**src/rtl/assert_macros.svh**
```systemverilog
// Assertion helpers for the RTL. Synthesis sees empty bodies.
`ifndef ASSERT_MACROS_SVH
`define ASSERT_MACROS_SVH

`ifndef SYNTHESIS

// Property must hold at every clock edge outside reset
`define ASSERT_ALWAYS(label, clk, rst_n, prop, msg) \
	label: assert property (@(posedge clk) disable iff (!rst_n) (prop)) else $error(msg);

// Condition must never be true at a clock edge outside reset
`define ASSERT_NEVER(label, clk, rst_n, cond, msg) \
	label: assert property (@(posedge clk) disable iff (!rst_n) !(cond)) else $error(msg);

`else

`define ASSERT_ALWAYS(label, clk, rst_n, prop, msg)
`define ASSERT_NEVER(label, clk, rst_n, cond, msg)

`endif

`endif

```
**src/rtl/gtg_pkg.sv**
```systemverilog
`default_nettype none

package gtg_pkg;

	// Default datapath sizes
	localparam int unsigned RATE_BITS_DEF  = 16;
	localparam int unsigned ANGLE_BITS_DEF = 40;

	// Register file geometry: 64-bit words at byte address 8*index
	localparam int unsigned APB_ADDR_W  = 6;
	localparam int unsigned APB_DATA_W  = 64;
	localparam int unsigned REG_IDX_LSB = 3;
	localparam int unsigned REG_IDX_W   = 3;
	localparam int unsigned THR_W       = 40;

	// Register indexes
	localparam logic [REG_IDX_W-1:0] REG_AXIS_SELECT     = 3'd0;
	localparam logic [REG_IDX_W-1:0] REG_RATE_GATE       = 3'd1;
	localparam logic [REG_IDX_W-1:0] REG_GAP_TIMEOUT     = 3'd2;
	localparam logic [REG_IDX_W-1:0] REG_ANGLE_THRESHOLD = 3'd3;
	localparam logic [REG_IDX_W-1:0] REG_MAX_DURATION    = 3'd4;
	localparam logic [REG_IDX_W-1:0] REG_DOMINANCE_RATIO = 3'd5;
	localparam logic [REG_IDX_W-1:0] REG_REFRACTORY      = 3'd6;

	// Axis codes; any other code selects z
	localparam logic [1:0] AXIS_X = 2'd0;
	localparam logic [1:0] AXIS_Y = 2'd1;

	// Reset values
	localparam logic [1:0]       AXIS_SELECT_RST     = 2'd2;
	localparam logic [15:0]      RATE_GATE_RST       = 16'd960;
	localparam logic [15:0]      GAP_TIMEOUT_RST     = 16'd150;
	localparam logic [THR_W-1:0] ANGLE_THRESHOLD_RST = 40'd1440000;
	localparam logic [15:0]      MAX_DURATION_RST    = 16'd800;
	localparam logic [7:0]       DOMINANCE_RATIO_RST = 8'd32;
	localparam logic [15:0]      REFRACTORY_RST      = 16'd500;

	typedef struct packed {
		logic [1:0]       axis_select;
		logic [15:0]      rate_gate;
		logic [15:0]      gap_timeout_ms;
		logic [THR_W-1:0] angle_threshold;
		logic [15:0]      max_duration_ms;
		logic [7:0]       dominance_ratio;
		logic [15:0]      refractory_ms;
	} gtg_cfg_t;

endpackage

`default_nettype wire

```
**src/rtl/gtg_regs.sv**
```systemverilog
`default_nettype none

module gtg_regs (
	input  logic                             clk,
	input  logic                             arst_n,
	input  logic                             psel,
	input  logic                             penable,
	input  logic                             pwrite,
	input  logic [gtg_pkg::APB_ADDR_W-1:0]   paddr,
	input  logic [gtg_pkg::APB_DATA_W-1:0]   pwdata,
	output logic [gtg_pkg::APB_DATA_W-1:0]   prdata,
	output logic                             pready,
	output gtg_pkg::gtg_cfg_t                cfg
);
	import gtg_pkg::*;

	gtg_cfg_t             cfg_q;
	logic [REG_IDX_W-1:0] idx;
	logic                 wr_en;

	assign pready = 1'b1;
	assign idx    = paddr[REG_IDX_LSB +: REG_IDX_W];
	assign wr_en  = psel && penable && pwrite;
	assign cfg    = cfg_q;

	// Register writes; unknown index is dropped
	always_ff @(posedge clk or negedge arst_n) begin
		if (!arst_n) begin
			cfg_q.axis_select     <= AXIS_SELECT_RST;
			cfg_q.rate_gate       <= RATE_GATE_RST;
			cfg_q.gap_timeout_ms  <= GAP_TIMEOUT_RST;
			cfg_q.angle_threshold <= ANGLE_THRESHOLD_RST;
			cfg_q.max_duration_ms <= MAX_DURATION_RST;
			cfg_q.dominance_ratio <= DOMINANCE_RATIO_RST;
			cfg_q.refractory_ms   <= REFRACTORY_RST;
		end else if (wr_en) begin
			unique case (idx)
				REG_AXIS_SELECT:     cfg_q.axis_select     <= pwdata[1:0];
				REG_RATE_GATE:       cfg_q.rate_gate       <= pwdata[15:0];
				REG_GAP_TIMEOUT:     cfg_q.gap_timeout_ms  <= pwdata[15:0];
				REG_ANGLE_THRESHOLD: cfg_q.angle_threshold <= pwdata[THR_W-1:0];
				REG_MAX_DURATION:    cfg_q.max_duration_ms <= pwdata[15:0];
				REG_DOMINANCE_RATIO: cfg_q.dominance_ratio <= pwdata[7:0];
				REG_REFRACTORY:      cfg_q.refractory_ms   <= pwdata[15:0];
				default: ;
			endcase
		end
	end

	// Read mux
	always_comb begin
		prdata = '0;
		unique case (idx)
			REG_AXIS_SELECT:     prdata = APB_DATA_W'(cfg_q.axis_select);
			REG_RATE_GATE:       prdata = APB_DATA_W'(cfg_q.rate_gate);
			REG_GAP_TIMEOUT:     prdata = APB_DATA_W'(cfg_q.gap_timeout_ms);
			REG_ANGLE_THRESHOLD: prdata = APB_DATA_W'(cfg_q.angle_threshold);
			REG_MAX_DURATION:    prdata = APB_DATA_W'(cfg_q.max_duration_ms);
			REG_DOMINANCE_RATIO: prdata = APB_DATA_W'(cfg_q.dominance_ratio);
			REG_REFRACTORY:      prdata = APB_DATA_W'(cfg_q.refractory_ms);
			default:             prdata = '0;
		endcase
	end

endmodule

`default_nettype wire

```
**src/rtl/gyro_twist_gesture_detector_unit.sv**
```systemverilog
// Twist gesture detector: takes one gyro word (three signed rates plus a
// millisecond timestamp) per cycle and returns one result word (fired,
// tracking) per sample, in order. Sustained rate is one sample per clock
// unless the result side stalls. Samples pass the stage-1, stage-2 and
// result registers (stage 1 forms the rate magnitudes, sample interval and
// the rate-times-interval product; stage 2 runs the gesture state update -
// 40-bit angle add with saturation, threshold compare and the 8x16 dominance
// multiply). That stage-2 state loop is the timing path that bounds the
// clock. Configuration sits behind a 64-bit APB port, register i at byte
// address 8*i, and may be written only while no sample is in flight. No
// memory, no clearing pass: the block is ready right out of reset.
`default_nettype none

module gyro_twist_gesture_detector_unit #(
	parameter int unsigned RATE_BITS  = gtg_pkg::RATE_BITS_DEF,
	parameter int unsigned ANGLE_BITS = gtg_pkg::ANGLE_BITS_DEF
) (
	input  logic                           clk,
	input  logic                           arst_n,
	// APB configuration
	input  logic                           psel,
	input  logic                           penable,
	input  logic                           pwrite,
	input  logic [gtg_pkg::APB_ADDR_W-1:0] paddr,
	input  logic [gtg_pkg::APB_DATA_W-1:0] pwdata,
	output logic [gtg_pkg::APB_DATA_W-1:0] prdata,
	output logic                           pready,
	// sample channel
	input  logic                           sample_valid,
	output logic                           sample_ready,
	input  logic signed [RATE_BITS-1:0]    rate_x,
	input  logic signed [RATE_BITS-1:0]    rate_y,
	input  logic signed [RATE_BITS-1:0]    rate_z,
	input  logic [31:0]                    time_ms,
	// result channel
	output logic                           result_valid,
	input  logic                           result_ready,
	output logic                           fired,
	output logic                           tracking
);
	import gtg_pkg::*;

	`include "assert_macros.svh"

	localparam int unsigned GATE_W = (RATE_BITS > 16) ? RATE_BITS : 16;
	localparam int unsigned PROD_W = RATE_BITS + 16;
	localparam int unsigned SUM_W  = ((ANGLE_BITS > PROD_W) ? ANGLE_BITS : PROD_W) + 1;
	localparam int unsigned CMP_W  = (ANGLE_BITS > THR_W) ? ANGLE_BITS : THR_W;
	localparam int unsigned DOM_W  = RATE_BITS + 8;

	gtg_cfg_t cfg;

	gtg_regs u_regs (
		.clk     (clk),
		.arst_n  (arst_n),
		.psel    (psel),
		.penable (penable),
		.pwrite  (pwrite),
		.paddr   (paddr),
		.pwdata  (pwdata),
		.prdata  (prdata),
		.pready  (pready),
		.cfg     (cfg)
	);

	// ---------------- flow control ----------------
	logic s1_v, s2_v, result_valid_q;
	logic rdy_out, rdy_s2, rdy_s1, go_s1, go_s2, take;

	assign rdy_out      = !result_valid_q || result_ready;
	assign rdy_s2       = !s2_v || rdy_out;
	assign go_s2        = s2_v && rdy_out;
	assign rdy_s1       = !s1_v || rdy_s2;
	assign go_s1        = s1_v && rdy_s2;
	assign sample_ready = rdy_s1;
	assign take         = sample_valid && rdy_s1;
	assign result_valid = result_valid_q;

	always_ff @(posedge clk or negedge arst_n) begin
		if (!arst_n) begin
			s1_v           <= 1'b0;
			s2_v           <= 1'b0;
			result_valid_q <= 1'b0;
		end else begin
			if (rdy_s1)  s1_v           <= take;
			if (rdy_s2)  s2_v           <= go_s1;
			if (rdy_out) result_valid_q <= go_s2;
		end
	end

	// ---------------- stage 1: input register ----------------
	logic signed [RATE_BITS-1:0] rate_x_s1, rate_y_s1, rate_z_s1;
	logic [31:0]                 time_s1;

	always_ff @(posedge clk) begin
		if (take) begin
			rate_x_s1 <= rate_x;
			rate_y_s1 <= rate_y;
			rate_z_s1 <= rate_z;
			time_s1   <= time_ms;
		end
	end

	// timestamp of the previous sample, whatever branch it took
	logic [31:0] prev_time_q;

	always_ff @(posedge clk or negedge arst_n) begin
		if (!arst_n) begin
			prev_time_q <= '0;
		end else if (go_s1) begin
			prev_time_q <= time_s1;
		end
	end

	// magnitudes; full-scale negative maps to 2^(RATE_BITS-1) exactly
	logic [RATE_BITS-1:0] mag_x, mag_y, mag_z;
	logic [RATE_BITS-1:0] main_mag, o1_mag, o2_mag, other_mag;
	logic                 main_neg, below_gate;
	logic [31:0]          dt_raw;
	logic [15:0]          dt_sat;
	logic [PROD_W-1:0]    prod;

	assign mag_x = rate_x_s1[RATE_BITS-1] ? RATE_BITS'(-rate_x_s1) : RATE_BITS'(rate_x_s1);
	assign mag_y = rate_y_s1[RATE_BITS-1] ? RATE_BITS'(-rate_y_s1) : RATE_BITS'(rate_y_s1);
	assign mag_z = rate_z_s1[RATE_BITS-1] ? RATE_BITS'(-rate_z_s1) : RATE_BITS'(rate_z_s1);

	// main axis select
	always_comb begin
		unique case (cfg.axis_select)
			AXIS_X: begin
				main_mag = mag_x;
				main_neg = rate_x_s1[RATE_BITS-1];
				o1_mag   = mag_y;
				o2_mag   = mag_z;
			end
			AXIS_Y: begin
				main_mag = mag_y;
				main_neg = rate_y_s1[RATE_BITS-1];
				o1_mag   = mag_z;
				o2_mag   = mag_x;
			end
			default: begin
				main_mag = mag_z;
				main_neg = rate_z_s1[RATE_BITS-1];
				o1_mag   = mag_x;
				o2_mag   = mag_y;
			end
		endcase
	end

	assign other_mag  = (o1_mag > o2_mag) ? o1_mag : o2_mag;
	assign below_gate = GATE_W'(main_mag) < GATE_W'(cfg.rate_gate);
	assign dt_raw     = time_s1 - prev_time_q;
	assign dt_sat     = (dt_raw[31:16] != '0) ? 16'hFFFF : dt_raw[15:0];
	assign prod       = PROD_W'(main_mag) * PROD_W'(dt_sat);

	// ---------------- stage 2 register ----------------
	logic [RATE_BITS-1:0] mag_s2, other_s2;
	logic                 neg_s2, below_s2;
	logic [PROD_W-1:0]    prod_s2;
	logic [31:0]          time_s2;

	always_ff @(posedge clk) begin
		if (go_s1) begin
			mag_s2   <= main_mag;
			other_s2 <= other_mag;
			neg_s2   <= main_neg;
			below_s2 <= below_gate;
			prod_s2  <= prod;
			time_s2  <= time_s1;
		end
	end

	// ---------------- gesture state ----------------
	logic                  active_q, dir_q, ever_q;
	logic [ANGLE_BITS-1:0] angle_sum_q;
	logic [RATE_BITS-1:0]  peak_main_q, peak_cross_q;
	logic [31:0]           start_q, last_above_q, last_acc_q;

	logic                  nxt_active, nxt_dir, nxt_ever;
	logic [ANGLE_BITS-1:0] nxt_sum;
	logic [RATE_BITS-1:0]  nxt_pm, nxt_pc;
	logic [31:0]           nxt_start, nxt_last_above, nxt_last_acc;
	logic                  res_fired, res_tracking;

	// a new gesture starts on first above-gate sample or on a sign change
	logic                  restart, gap_drop, done, accept;
	logic [ANGLE_BITS-1:0] sum_base, sum_new;
	logic [PROD_W-1:0]     add_term;
	logic [SUM_W-1:0]      sum_ext;
	logic [RATE_BITS-1:0]  pm_base, pc_base, pm_new, pc_new;
	logic [31:0]           start_base;
	logic [DOM_W-1:0]      dom_lhs, dom_rhs;
	logic                  dur_ok, dom_ok, refr_ok;

	assign restart    = !active_q || (neg_s2 != dir_q);
	assign gap_drop   = active_q && ((time_s2 - last_above_q) > 32'(cfg.gap_timeout_ms));
	assign sum_base   = restart ? '0 : angle_sum_q;
	assign add_term   = restart ? '0 : prod_s2;
	assign pm_base    = restart ? '0 : peak_main_q;
	assign pc_base    = restart ? '0 : peak_cross_q;
	assign start_base = restart ? time_s2 : start_q;

	// saturating angle accumulate
	assign sum_ext = SUM_W'(sum_base) + SUM_W'(add_term);
	assign sum_new = (sum_ext[SUM_W-1:ANGLE_BITS] != '0) ? '1 : sum_ext[ANGLE_BITS-1:0];
	assign done    = CMP_W'(sum_new) >= CMP_W'(cfg.angle_threshold);

	assign pm_new = (mag_s2 > pm_base) ? mag_s2 : pm_base;
	assign pc_new = (other_s2 > pc_base) ? other_s2 : pc_base;

	// acceptance checks: duration, Q4.4 dominance, refractory
	assign dom_lhs = DOM_W'({pm_new, 4'b0000});
	assign dom_rhs = DOM_W'(cfg.dominance_ratio) * DOM_W'(pc_new);
	assign dur_ok  = (time_s2 - start_base) <= 32'(cfg.max_duration_ms);
	assign dom_ok  = dom_lhs >= dom_rhs;
	assign refr_ok = !ever_q || ((time_s2 - last_acc_q) >= 32'(cfg.refractory_ms));
	assign accept  = dur_ok && dom_ok && refr_ok;

	always_comb begin
		nxt_active     = active_q;
		nxt_dir        = dir_q;
		nxt_sum        = angle_sum_q;
		nxt_pm         = peak_main_q;
		nxt_pc         = peak_cross_q;
		nxt_start      = start_q;
		nxt_last_above = last_above_q;
		nxt_last_acc   = last_acc_q;
		nxt_ever       = ever_q;
		res_fired      = 1'b0;
		res_tracking   = 1'b0;
		if (below_s2) begin
			// dip below gate: keep, or drop after the gap timeout
			if (gap_drop) begin
				nxt_active     = 1'b0;
				nxt_dir        = 1'b0;
				nxt_sum        = '0;
				nxt_pm         = '0;
				nxt_pc         = '0;
				nxt_start      = '0;
				nxt_last_above = '0;
			end
			res_tracking = active_q && !gap_drop;
		end else if (!done) begin
			nxt_active     = 1'b1;
			nxt_dir        = neg_s2;
			nxt_sum        = sum_new;
			nxt_pm         = pm_new;
			nxt_pc         = pc_new;
			nxt_start      = start_base;
			nxt_last_above = time_s2;
			res_tracking   = 1'b1;
		end else begin
			// threshold reached: gesture ends either way
			nxt_active     = 1'b0;
			nxt_dir        = 1'b0;
			nxt_sum        = '0;
			nxt_pm         = '0;
			nxt_pc         = '0;
			nxt_start      = '0;
			nxt_last_above = '0;
			if (accept) begin
				nxt_last_acc = time_s2;
				nxt_ever     = 1'b1;
			end
			res_fired = accept;
		end
	end

	always_ff @(posedge clk or negedge arst_n) begin
		if (!arst_n) begin
			active_q     <= 1'b0;
			dir_q        <= 1'b0;
			angle_sum_q  <= '0;
			peak_main_q  <= '0;
			peak_cross_q <= '0;
			start_q      <= '0;
			last_above_q <= '0;
			last_acc_q   <= '0;
			ever_q       <= 1'b0;
		end else if (go_s2) begin
			active_q     <= nxt_active;
			dir_q        <= nxt_dir;
			angle_sum_q  <= nxt_sum;
			peak_main_q  <= nxt_pm;
			peak_cross_q <= nxt_pc;
			start_q      <= nxt_start;
			last_above_q <= nxt_last_above;
			last_acc_q   <= nxt_last_acc;
			ever_q       <= nxt_ever;
		end
	end

	// ---------------- result register ----------------
	logic fired_q, tracking_q;

	always_ff @(posedge clk) begin
		if (go_s2) begin
			fired_q    <= res_fired;
			tracking_q <= res_tracking;
		end
	end

	assign fired    = fired_q;
	assign tracking = tracking_q;

	// ---------------- assertions ----------------
	`ASSERT_NEVER(a_fire_and_track, clk, arst_n, result_valid_q && fired_q && tracking_q, "fired and tracking together")
	`ASSERT_ALWAYS(a_idle_sum_zero, clk, arst_n, !active_q |-> (angle_sum_q == '0), "angle kept with no gesture")
	`ASSERT_ALWAYS(a_idle_peaks_zero, clk, arst_n, !active_q |-> ((peak_main_q == '0) && (peak_cross_q == '0)), "peaks kept with no gesture")
	`ASSERT_ALWAYS(a_fire_marks_ever, clk, arst_n, (result_valid_q && fired_q) |-> ever_q, "fired word without acceptance record")
	`ASSERT_ALWAYS(a_ready_when_drained, clk, arst_n, !result_valid_q |-> sample_ready, "stalled with empty result register")

endmodule

`default_nettype wire

```
**config.mk**
```make
export PLATFORM = sky130hd
export DESIGN_NAME = gyro_twist_gesture_detector_unit
export DESIGN_NICKNAME = d
export VERILOG_FILES = /design/src/rtl/gtg_pkg.sv /design/src/rtl/gtg_regs.sv /design/src/rtl/gyro_twist_gesture_detector_unit.sv
export VERILOG_INCLUDE_DIRS = /design/src /design/src/rtl
export SDC_FILE = /design/constraint.sdc
export NUM_CORES = 2
export LEC_CHECK = 0
export BUFFER_PORTS_ARGS = -buffer_cell sky130_fd_sc_hd__buf_2
export CAP_MARGIN = 20
export CORE_AREA = 2 2 276 278
export DETAILED_ROUTE_END_ITERATION = 12
export DIE_AREA = 0 0 278 280
export PLACE_DENSITY_LB_ADDON = 0.25
export SYNTH_ARGS = -nofsm -noshare
export SYNTH_HDL_FRONTEND = slang
export SYNTH_SLANG_ARGS = --single-unit
```
**constraint.sdc**
```tcl
create_clock -name clk -period 12.75 [get_ports clk]
set_input_delay 1.275 -clock clk [delete_from_list [all_inputs] [get_ports clk]]
set_output_delay 1.275 -clock clk [all_outputs]
set_load 0.02 [all_outputs]
```
### Word-level counts from Yosys, hierarchy flattened

Index checks and enable logic that the tools add are counted.
W data, S select, Z words.

| storage, ports and cells | value |
|---|---|
| register bits | 500 |
| memories kept | 0 |
| bits in read-only memories | 0 |
| memory bits (writable) | 0 |
| word-level logic and storage cells | 132 |
| output and inout port bits | 69 |
| bits of input ports | 157 |
| latch bits | 0 |

| operators by class | value |
|---|---|
| bitwise logic cells | 2 |
| $lt $le $gt $ge | 9 |
| $mul | 2 |
| muxes and demuxes | 37 |
| reductions and logical operators | 33 |
| div/mod/pow operators | 0 |
| shift-type cells | 0 |
| add/sub/neg operators | 8 |
| eq/ne operators | 9 |

Operators by type and width:

| cell | count |
|---|---|
| $pmux W40 S7 | 1 |
| $mux W16 | 14 |
| $mux W32 | 7 |
| $mux W40 | 5 |
| $sub A32 B32 Y32 | 4 |
| $pmux W16 S2 | 3 |
| $gt A16 B16 Y1 | 3 |
| $neg A16 Y16 | 3 |
| $add A40 B32 Y41 | 1 |
| $ge A40 B40 Y1 | 1 |
| $ge A32 B16 Y1 | 1 |
| $gt A32 B16 Y1 | 1 |
| $le A32 B16 Y1 | 1 |
| $mul A16 B16 Y32 | 1 |
| $ge A20 B24 Y1 | 1 |
| $mul A8 B16 Y24 | 1 |
| $lt A16 B16 Y1 | 1 |
| $reduce_and A2 Y1 | 8 |
| $reduce_bool A16 Y1 | 1 |
| $eq A3 B3 Y1 const B | 3 |
| $logic_and A1 B1 Y1 | 9 |
| $eq A3 B2 Y1 const B | 2 |
| $logic_not A1 Y1 | 6 |
| $mux W1 | 6 |
| 11 further kinds | 16 |

### Depth between registers and ports, before layout

| logic depth | value |
|---|---|
| depth in word-level cells | 10 |
| depth in mapped cells | 46 |
| gate-level depth less buffers | 41 |

### Cells and area by module

A second synthesis with hierarchy kept.

| second synthesis, totals | value |
|---|---|
| cell total of the unflattened synthesis | 5118 |
| area total of the unflattened synthesis | 48212.5 µm² |

By module, submodules not included:

| module | times used | sequential area each (µm²) | area each (µm²) | cells an instance |
|---|---|---|---|---|
| gyro_twist_gesture_detector_unit | 1 | 10560.1 | 42711.0 | 4708 |
| gtg_regs | 1 | 2887.8 | 5501.5 | 410 |

### Worst setup path after synthesis

No wires, ideal clock.

| path | value |
|---|---|
| kind | flip-flop to flip-flop |
| from | register neg_s2 |
| to | register last_acc_q[10] |
| setup slack | 2589 ps |
| buffers on the path | 5 |
| required time | 12625 ps |
| stages on the path, launching flop included | 44 |
| arrival | 10036 ps |
| library setup time | 125 ps |
| clock period less this slack | 10161 ps |
| cell sequence | edfxtp_1 > xnor2_1 > clkbuf_1 > and2_1 > clkbuf_1 > clkbuf_1 > nand2_1 > ha_1 > a41o_1 > a21oi_1 > nor3_1 > a2111oi_1 > a22oi_1 > clkbuf_1 > o21ai_1 > nand2_1 > fa_1 > fa_1 > (+8 left out) > o211ai_1 > nand2_1 > o21ai_0 > a21o_1 > a21oi_1 > xor2_1 > ha_1 > nand4_1 > or4_1 > o2111ai_1 > nand4_1 > nor4_1 > nand3_1 > a2111oi_0 > nand4_1 > a2111oi_4 > buf_6 > mux2_4 |

| between the ends | value |
|---|---|
| cells in the longest elaborated chain, start to end | 10 |
| elaborated cells on any way between the ends | 21 |
| classes of those cells | add/sub (2); mul (1); order compare (5); eq/ne (1); mux (8); reduce/logical (4) |

RTL lines:

| element | line | RTL |
|---|---|---|
| from (decl) | gyro_twist_gesture_detector_unit.sv:159 | `logic neg_s2, below_s2;` |
| from (signal assigned) | gyro_twist_gesture_detector_unit.sv:167 | `neg_s2 <= main_neg;` |
| $ne A1 B1 Y1 * | gyro_twist_gesture_detector_unit.sv:196 | `assign restart = !active_q \|\| (neg_s2 != dir_q);` |
| $logic_or A1 B1 Y1 * | gyro_twist_gesture_detector_unit.sv:196 |  |
| $mux W16 | gyro_twist_gesture_detector_unit.sv:201 | `assign pc_base = restart ? '0 : peak_cross_q;` |
| $gt A16 B16 Y1 | gyro_twist_gesture_detector_unit.sv:210 | `assign pc_new = (other_s2 > pc_base) ? other_s2 : pc_base;` |
| $mux W16 | gyro_twist_gesture_detector_unit.sv:210 |  |
| $mul A8 B16 Y24 | gyro_twist_gesture_detector_unit.sv:214 | `assign dom_rhs = DOM_W'(cfg.dominance_ratio) * DOM_W'(pc_new);` |
| $ge A20 B24 Y1 | gyro_twist_gesture_detector_unit.sv:216 | `assign dom_ok = dom_lhs >= dom_rhs;` |
| $logic_and A1 B1 Y1 (2 in a row) | gyro_twist_gesture_detector_unit.sv:218 | `assign accept = dur_ok && dom_ok && refr_ok;` |
| $reduce_and A4 Y1 (no source line) * | - |  |
| to (signal assigned) | gyro_twist_gesture_detector_unit.sv:289 | `last_acc_q <= nxt_last_acc;` |
| to (decl) | gyro_twist_gesture_detector_unit.sv:178 | `logic [31:0] start_q, last_above_q, last_acc_q;` |

Every way passes the cells marked *; elsewhere a longest branch is shown, timed or not.
A chain may end at the register's enable or synchronous reset.

### Worst setup path after layout

| path | value |
|---|---|
| from | register dir_q |
| to | register last_acc_q[0] |

| between the ends | value |
|---|---|
| cells in the longest elaborated chain, start to end | 10 |
| elaborated cells on any way between the ends | 21 |
| classes of those cells | add/sub (2); mul (1); order compare (5); eq/ne (1); mux (8); reduce/logical (4) |

RTL lines:

| element | line | RTL |
|---|---|---|
| from (decl) | gyro_twist_gesture_detector_unit.sv:175 | `logic active_q, dir_q, ever_q;` |
| from (signal assigned) | gyro_twist_gesture_detector_unit.sv:283 | `dir_q <= nxt_dir;` |
| $ne A1 B1 Y1 * | gyro_twist_gesture_detector_unit.sv:196 |  |
| $logic_or A1 B1 Y1 * | gyro_twist_gesture_detector_unit.sv:196 |  |
| $mux W16 | gyro_twist_gesture_detector_unit.sv:201 |  |
| $gt A16 B16 Y1 | gyro_twist_gesture_detector_unit.sv:210 |  |
| $mux W16 | gyro_twist_gesture_detector_unit.sv:210 |  |
| $mul A8 B16 Y24 | gyro_twist_gesture_detector_unit.sv:214 |  |
| $ge A20 B24 Y1 | gyro_twist_gesture_detector_unit.sv:216 |  |
| $logic_and A1 B1 Y1 (2 in a row) | gyro_twist_gesture_detector_unit.sv:218 |  |
| $reduce_and A4 Y1 (no source line) * | - |  |

Marked as above.

==> results.md <==
- Final Critical Period: ~11000 ps
- Post-CTS Repair Setup Buffers: 0
- Layout cells sized above 1: 0.0914
- Number of clock sinks: 500
- Setup TNS Final: 0 ps
- Number of max-slew violations in the final report: 0
- Area of placed instances: just under 50000 sq um
- Arrival time worst endpoint: 11870 ps
- Hold WC Path Type: register to register
- Main combinational cell family by area after synthesis: adder cells
- Post-CTS resize count: 0
- Period Utilization, post-route: 0.891
- Antenna Violating Nets Remaining: 0
- Final count of hold timing violations: 0
- Deepest level of the CTS H-tree: 2
- Final setup violating endpoints: 0
- Overall global routing resource usage: 0.319
- Via count of the first global-routing pass: around 37000
- Gp weighted congestion: about 0.93
- Starting utilization of the core area: 0.633
- Data required time at the worst endpoint: approximately 13000 ps
- Final std cell area, no fill: 51200 sq um
- Clock-pin slew on the worst setup and hold paths: around 60 ps
- Largest cells by area after synthesis: sky130_fd_sc_hd__dfrtp_1 15%, sky130_fd_sc_hd__ha_1 12%, sky130_fd_sc_hd__fa_1 12%
- Min-delay src: ever_q$_DFFE_PN0P_
- CTS buffer count: 57
- Share of synthesized area occupied by flip-flops and latches: 0.283
- Clock Skew: 37.8 ps
- GRT Residual Overflow: 0
- Pin count of the biggest net entering global routing: around 120
- Number of antenna violations at the first check in global routing: 0
- Adder and majority cell fraction of the synthesized area: 0.244
- Number of distinct standard cells referenced by the synthesized netlist: 88
- Leading area contributor after synthesis: sky130_fd_sc_hd__dfrtp_1
- Number of buffers inserted for hold repair after clock tree synthesis: 0
- Share of the synthesized area in the top cell type: 0.154
- Layout net count: 6175
- Startpoint type of the worst setup path: register
- Kind of critical path: register to register
- CTS tree: built
- Floorplan row count: between 100 and 150
- Layout-stage area growth over the synthesis result: 7.59%
- Width of the die: 278 um
- Proportion of synthesized flip-flops having asynchronous set or reset: 0.640
- Input/output buffers: between 150 and 200
- Initial DRC count: ~3300
- Launch point of the worst path: dir_q$_DFFE_PN0P_
- Stage delay of the slowest cell on the critical path: 560 ps
- Flop and latch count out of synthesis: 500
- Category of cells accounting for the largest share of critical-path delay: adder cells
- Synthesized-area fraction occupied by ao, oa, aoi and oai cells: 0.165
- Upper clock frequency limit: roughly 88 MHz
- Top Ports: 226
- Crit-path max FO: 47
- Post-Synth Simple-Gate Area: 0.159
- Buffers & Inverters on Critical Path: 6
- Global-route wire length before repair: about 200000 um
- Root buf cell: sky130_fd_sc_hd__clkbuf_16
- Dominant synthesized flop cell: sky130_fd_sc_hd__dfrtp_1
- Syn Inst Count: between 5000 and 6000
- Clk_lat worst skew: between 600 and 700 ps
- Post-synth EDFFs: 180
- Max-Cap Viols: 0
- Maximum count of clock buffers along a single path: 3
- Placeable core region: roughly 75000 sq um
- Number of inserted filler cells in the final layout: between 5000 and 6000
- Final wirelength: around 120000 um
- Most frequent cells after synthesis: 639 x sky130_fd_sc_hd__inv_1, 474 x sky130_fd_sc_hd__ha_1, 450 x sky130_fd_sc_hd__nand2_1, 331 x sky130_fd_sc_hd__o21ai_0, 292 x sky130_fd_sc_hd__dfrtp_1
- Total number of vias: roughly 38000
- Synthesis Warnings: 0
- R2R Path Start: dir_q$_DFFE_PN0P_
- Die Height: roughly 280 um
- Synth Cell Area: around 48000 sq um
- DR WL/cell: a little under 20 um
- Post-detailed-placement half-perimeter wirelength: between 90000 and 100000 um
- RSZ-0062 raised after global routing: no
- Headroom to the max-slew limit: 0.200
- Outcome: completed
- Detailed Routing Iterations Pass 1: 8
- Most prevalent standard cell on the critical path: sky130_fd_sc_hd__nand2_1
- Critical-path cell with the highest stage delay: sky130_fd_sc_hd__buf_4
- Post-synthesis mux area share: 0.0422
- CP Capture Type: register
- Syn_area_per_cell: ~9.2 sq um
- Die Area: about 78000 sq um
- Slew at the pin closest to its max-slew limit: 1170 ps
- Post-detailed-route DRC marker count: 0
- Via count normalized by instance count: 6.07
- Most frequently used cell type in the post-synthesis netlist: sky130_fd_sc_hd__inv_1
- Xor and xnor fraction of the mapped netlist area: 0.0357
[metal layers]
metal  GRT usage  part of all wire
met3      0.0395             0.069
met4       0.113             0.036
met2       0.513              0.46
met1       0.446              0.44
met5           0                 0
[area by class of cell]
type / count / area [sq um] / area share
multi-input cells: 3837 / 30900 / 0.604
flip-flops and latches: 500 / 13400 / 0.263
inverters: 639 / 2400 / 0.0469
clock buffers: 78 / 1610 / 0.0314
repair buffers: 226 / 1280 / 0.0251
well taps: 978 / 1220 / 0.0239
clock inverters: 29 / 309 / 0.00603
diodes: 1 / 2.50 / 0.0000489
[sequential cells by signal, indices dropped and copies added (netlist names), 32 cells and up]
| register | cells |
|---|---|
| u_regs.cfg | 114 |
| time_s2 | 32 |
| start_q | 32 |
| prev_time_q | 32 |
| prod_s2 | 32 |
| angle_sum_q | 40 |
| last_above_q | 32 |
| time_s1 | 32 |
| last_acc_q | 32 |
[worst register-to-register path: cells and delay by family (launching register included)]
family / cells / cell delay (ps)
and+or+nand+nor: 13 / 2430
muxes: 1 / 450
AOI/OAI and AO/OA: 12 / 3050
xor gates and xnor gates: 2 / 280
DFF: 1 / 410
adders and majority gates: 7 / 3080
buffers and inverters: 6 / 1540
[metrics by stage]
stage / setup slack (ps) / cells / util / hold slack, ps
after global routing: 633 / 6287 / 0.681 / 499
final: 1390 / 6288 / 0.681 / 481
after global placement: 1670 / 6179 / 0.655 / 447
after floorplan: 2590 / 5200 / - / 426
after CTS: 1460 / 6286 / 0.681 / 482
after detailed placement: 1520 / 6179 / 0.655 / 466
[kinds of logic (layout without fill, tap and decap cells)]
group,Yosys count,in the layout
adders and majority gates,757,757
DFF,500,500
muxes,183,183
and+or+nand+nor,1477,1477
AOI/OAI and AO/OA,1201,1201
other,2,26
xor gates and xnor gates,194,194
buffers and inverters,863,972
[worst paths after layout]
check	endpoint	slack [ps]	depth (start not counted)
min in group asynchronous	angle_sum_q[25]$_DFFE_PN0P_	660	1
setup reg to reg	last_acc_q[0]$_DFFE_PN0P_	1390	41
hold / removal	ever_q$_DFFE_PN0P_	480	1
setup / recovery	last_acc_q[0]$_DFFE_PN0P_	1390	41
max in group asynchronous	u_regs.cfg[112]$_DFFE_PN0P_	10350	2
hold reg to reg	ever_q$_DFFE_PN0P_	480	1
[cells in the final DEF (no fill, tap or decap), types with 17 or more instances in the layout]
master / count
sky130_fd_sc_hd__a211oi_1: 28
sky130_fd_sc_hd__o21a_1: 53
sky130_fd_sc_hd__a31oi_1: 26
sky130_fd_sc_hd__mux2i_1: 126
sky130_fd_sc_hd__xnor2_1: 91
sky130_fd_sc_hd__o21ai_0: 330
sky130_fd_sc_hd__and3_1: 92
sky130_fd_sc_hd__fa_1: 283
sky130_fd_sc_hd__buf_2: 172
sky130_fd_sc_hd__buf_4: 51
sky130_fd_sc_hd__clkbuf_16: 58
sky130_fd_sc_hd__nor2_1: 257
sky130_fd_sc_hd__xor2_1: 102
sky130_fd_sc_hd__nand2b_1: 199
sky130_fd_sc_hd__o31ai_1: 20
sky130_fd_sc_hd__nor3_1: 46
sky130_fd_sc_hd__dfstp_2: 28
sky130_fd_sc_hd__o21bai_1: 28
sky130_fd_sc_hd__and2_1: 112
sky130_fd_sc_hd__nand2_1: 449
sky130_fd_sc_hd__or3_1: 17
sky130_fd_sc_hd__o211ai_1: 31
sky130_fd_sc_hd__mux2_4: 29
sky130_fd_sc_hd__or2_2: 27
sky130_fd_sc_hd__a21o_1: 95
sky130_fd_sc_hd__inv_1: 638
sky130_fd_sc_hd__mux2_2: 25
sky130_fd_sc_hd__nand3_1: 80
sky130_fd_sc_hd__o2bb2ai_1: 33
sky130_fd_sc_hd__nor2b_1: 72
sky130_fd_sc_hd__conb_1: 25
sky130_fd_sc_hd__edfxtp_1: 180
sky130_fd_sc_hd__dfrtp_1: 291
sky130_fd_sc_hd__a22o_1: 103
sky130_fd_sc_hd__nand4_1: 43
sky130_fd_sc_hd__a21oi_1: 276
sky130_fd_sc_hd__o21ai_1: 21
sky130_fd_sc_hd__ha_1: 474
Power is not shown: default switching activity piles up to over one toggle a cycle in this logic, so the estimate is an artifact.
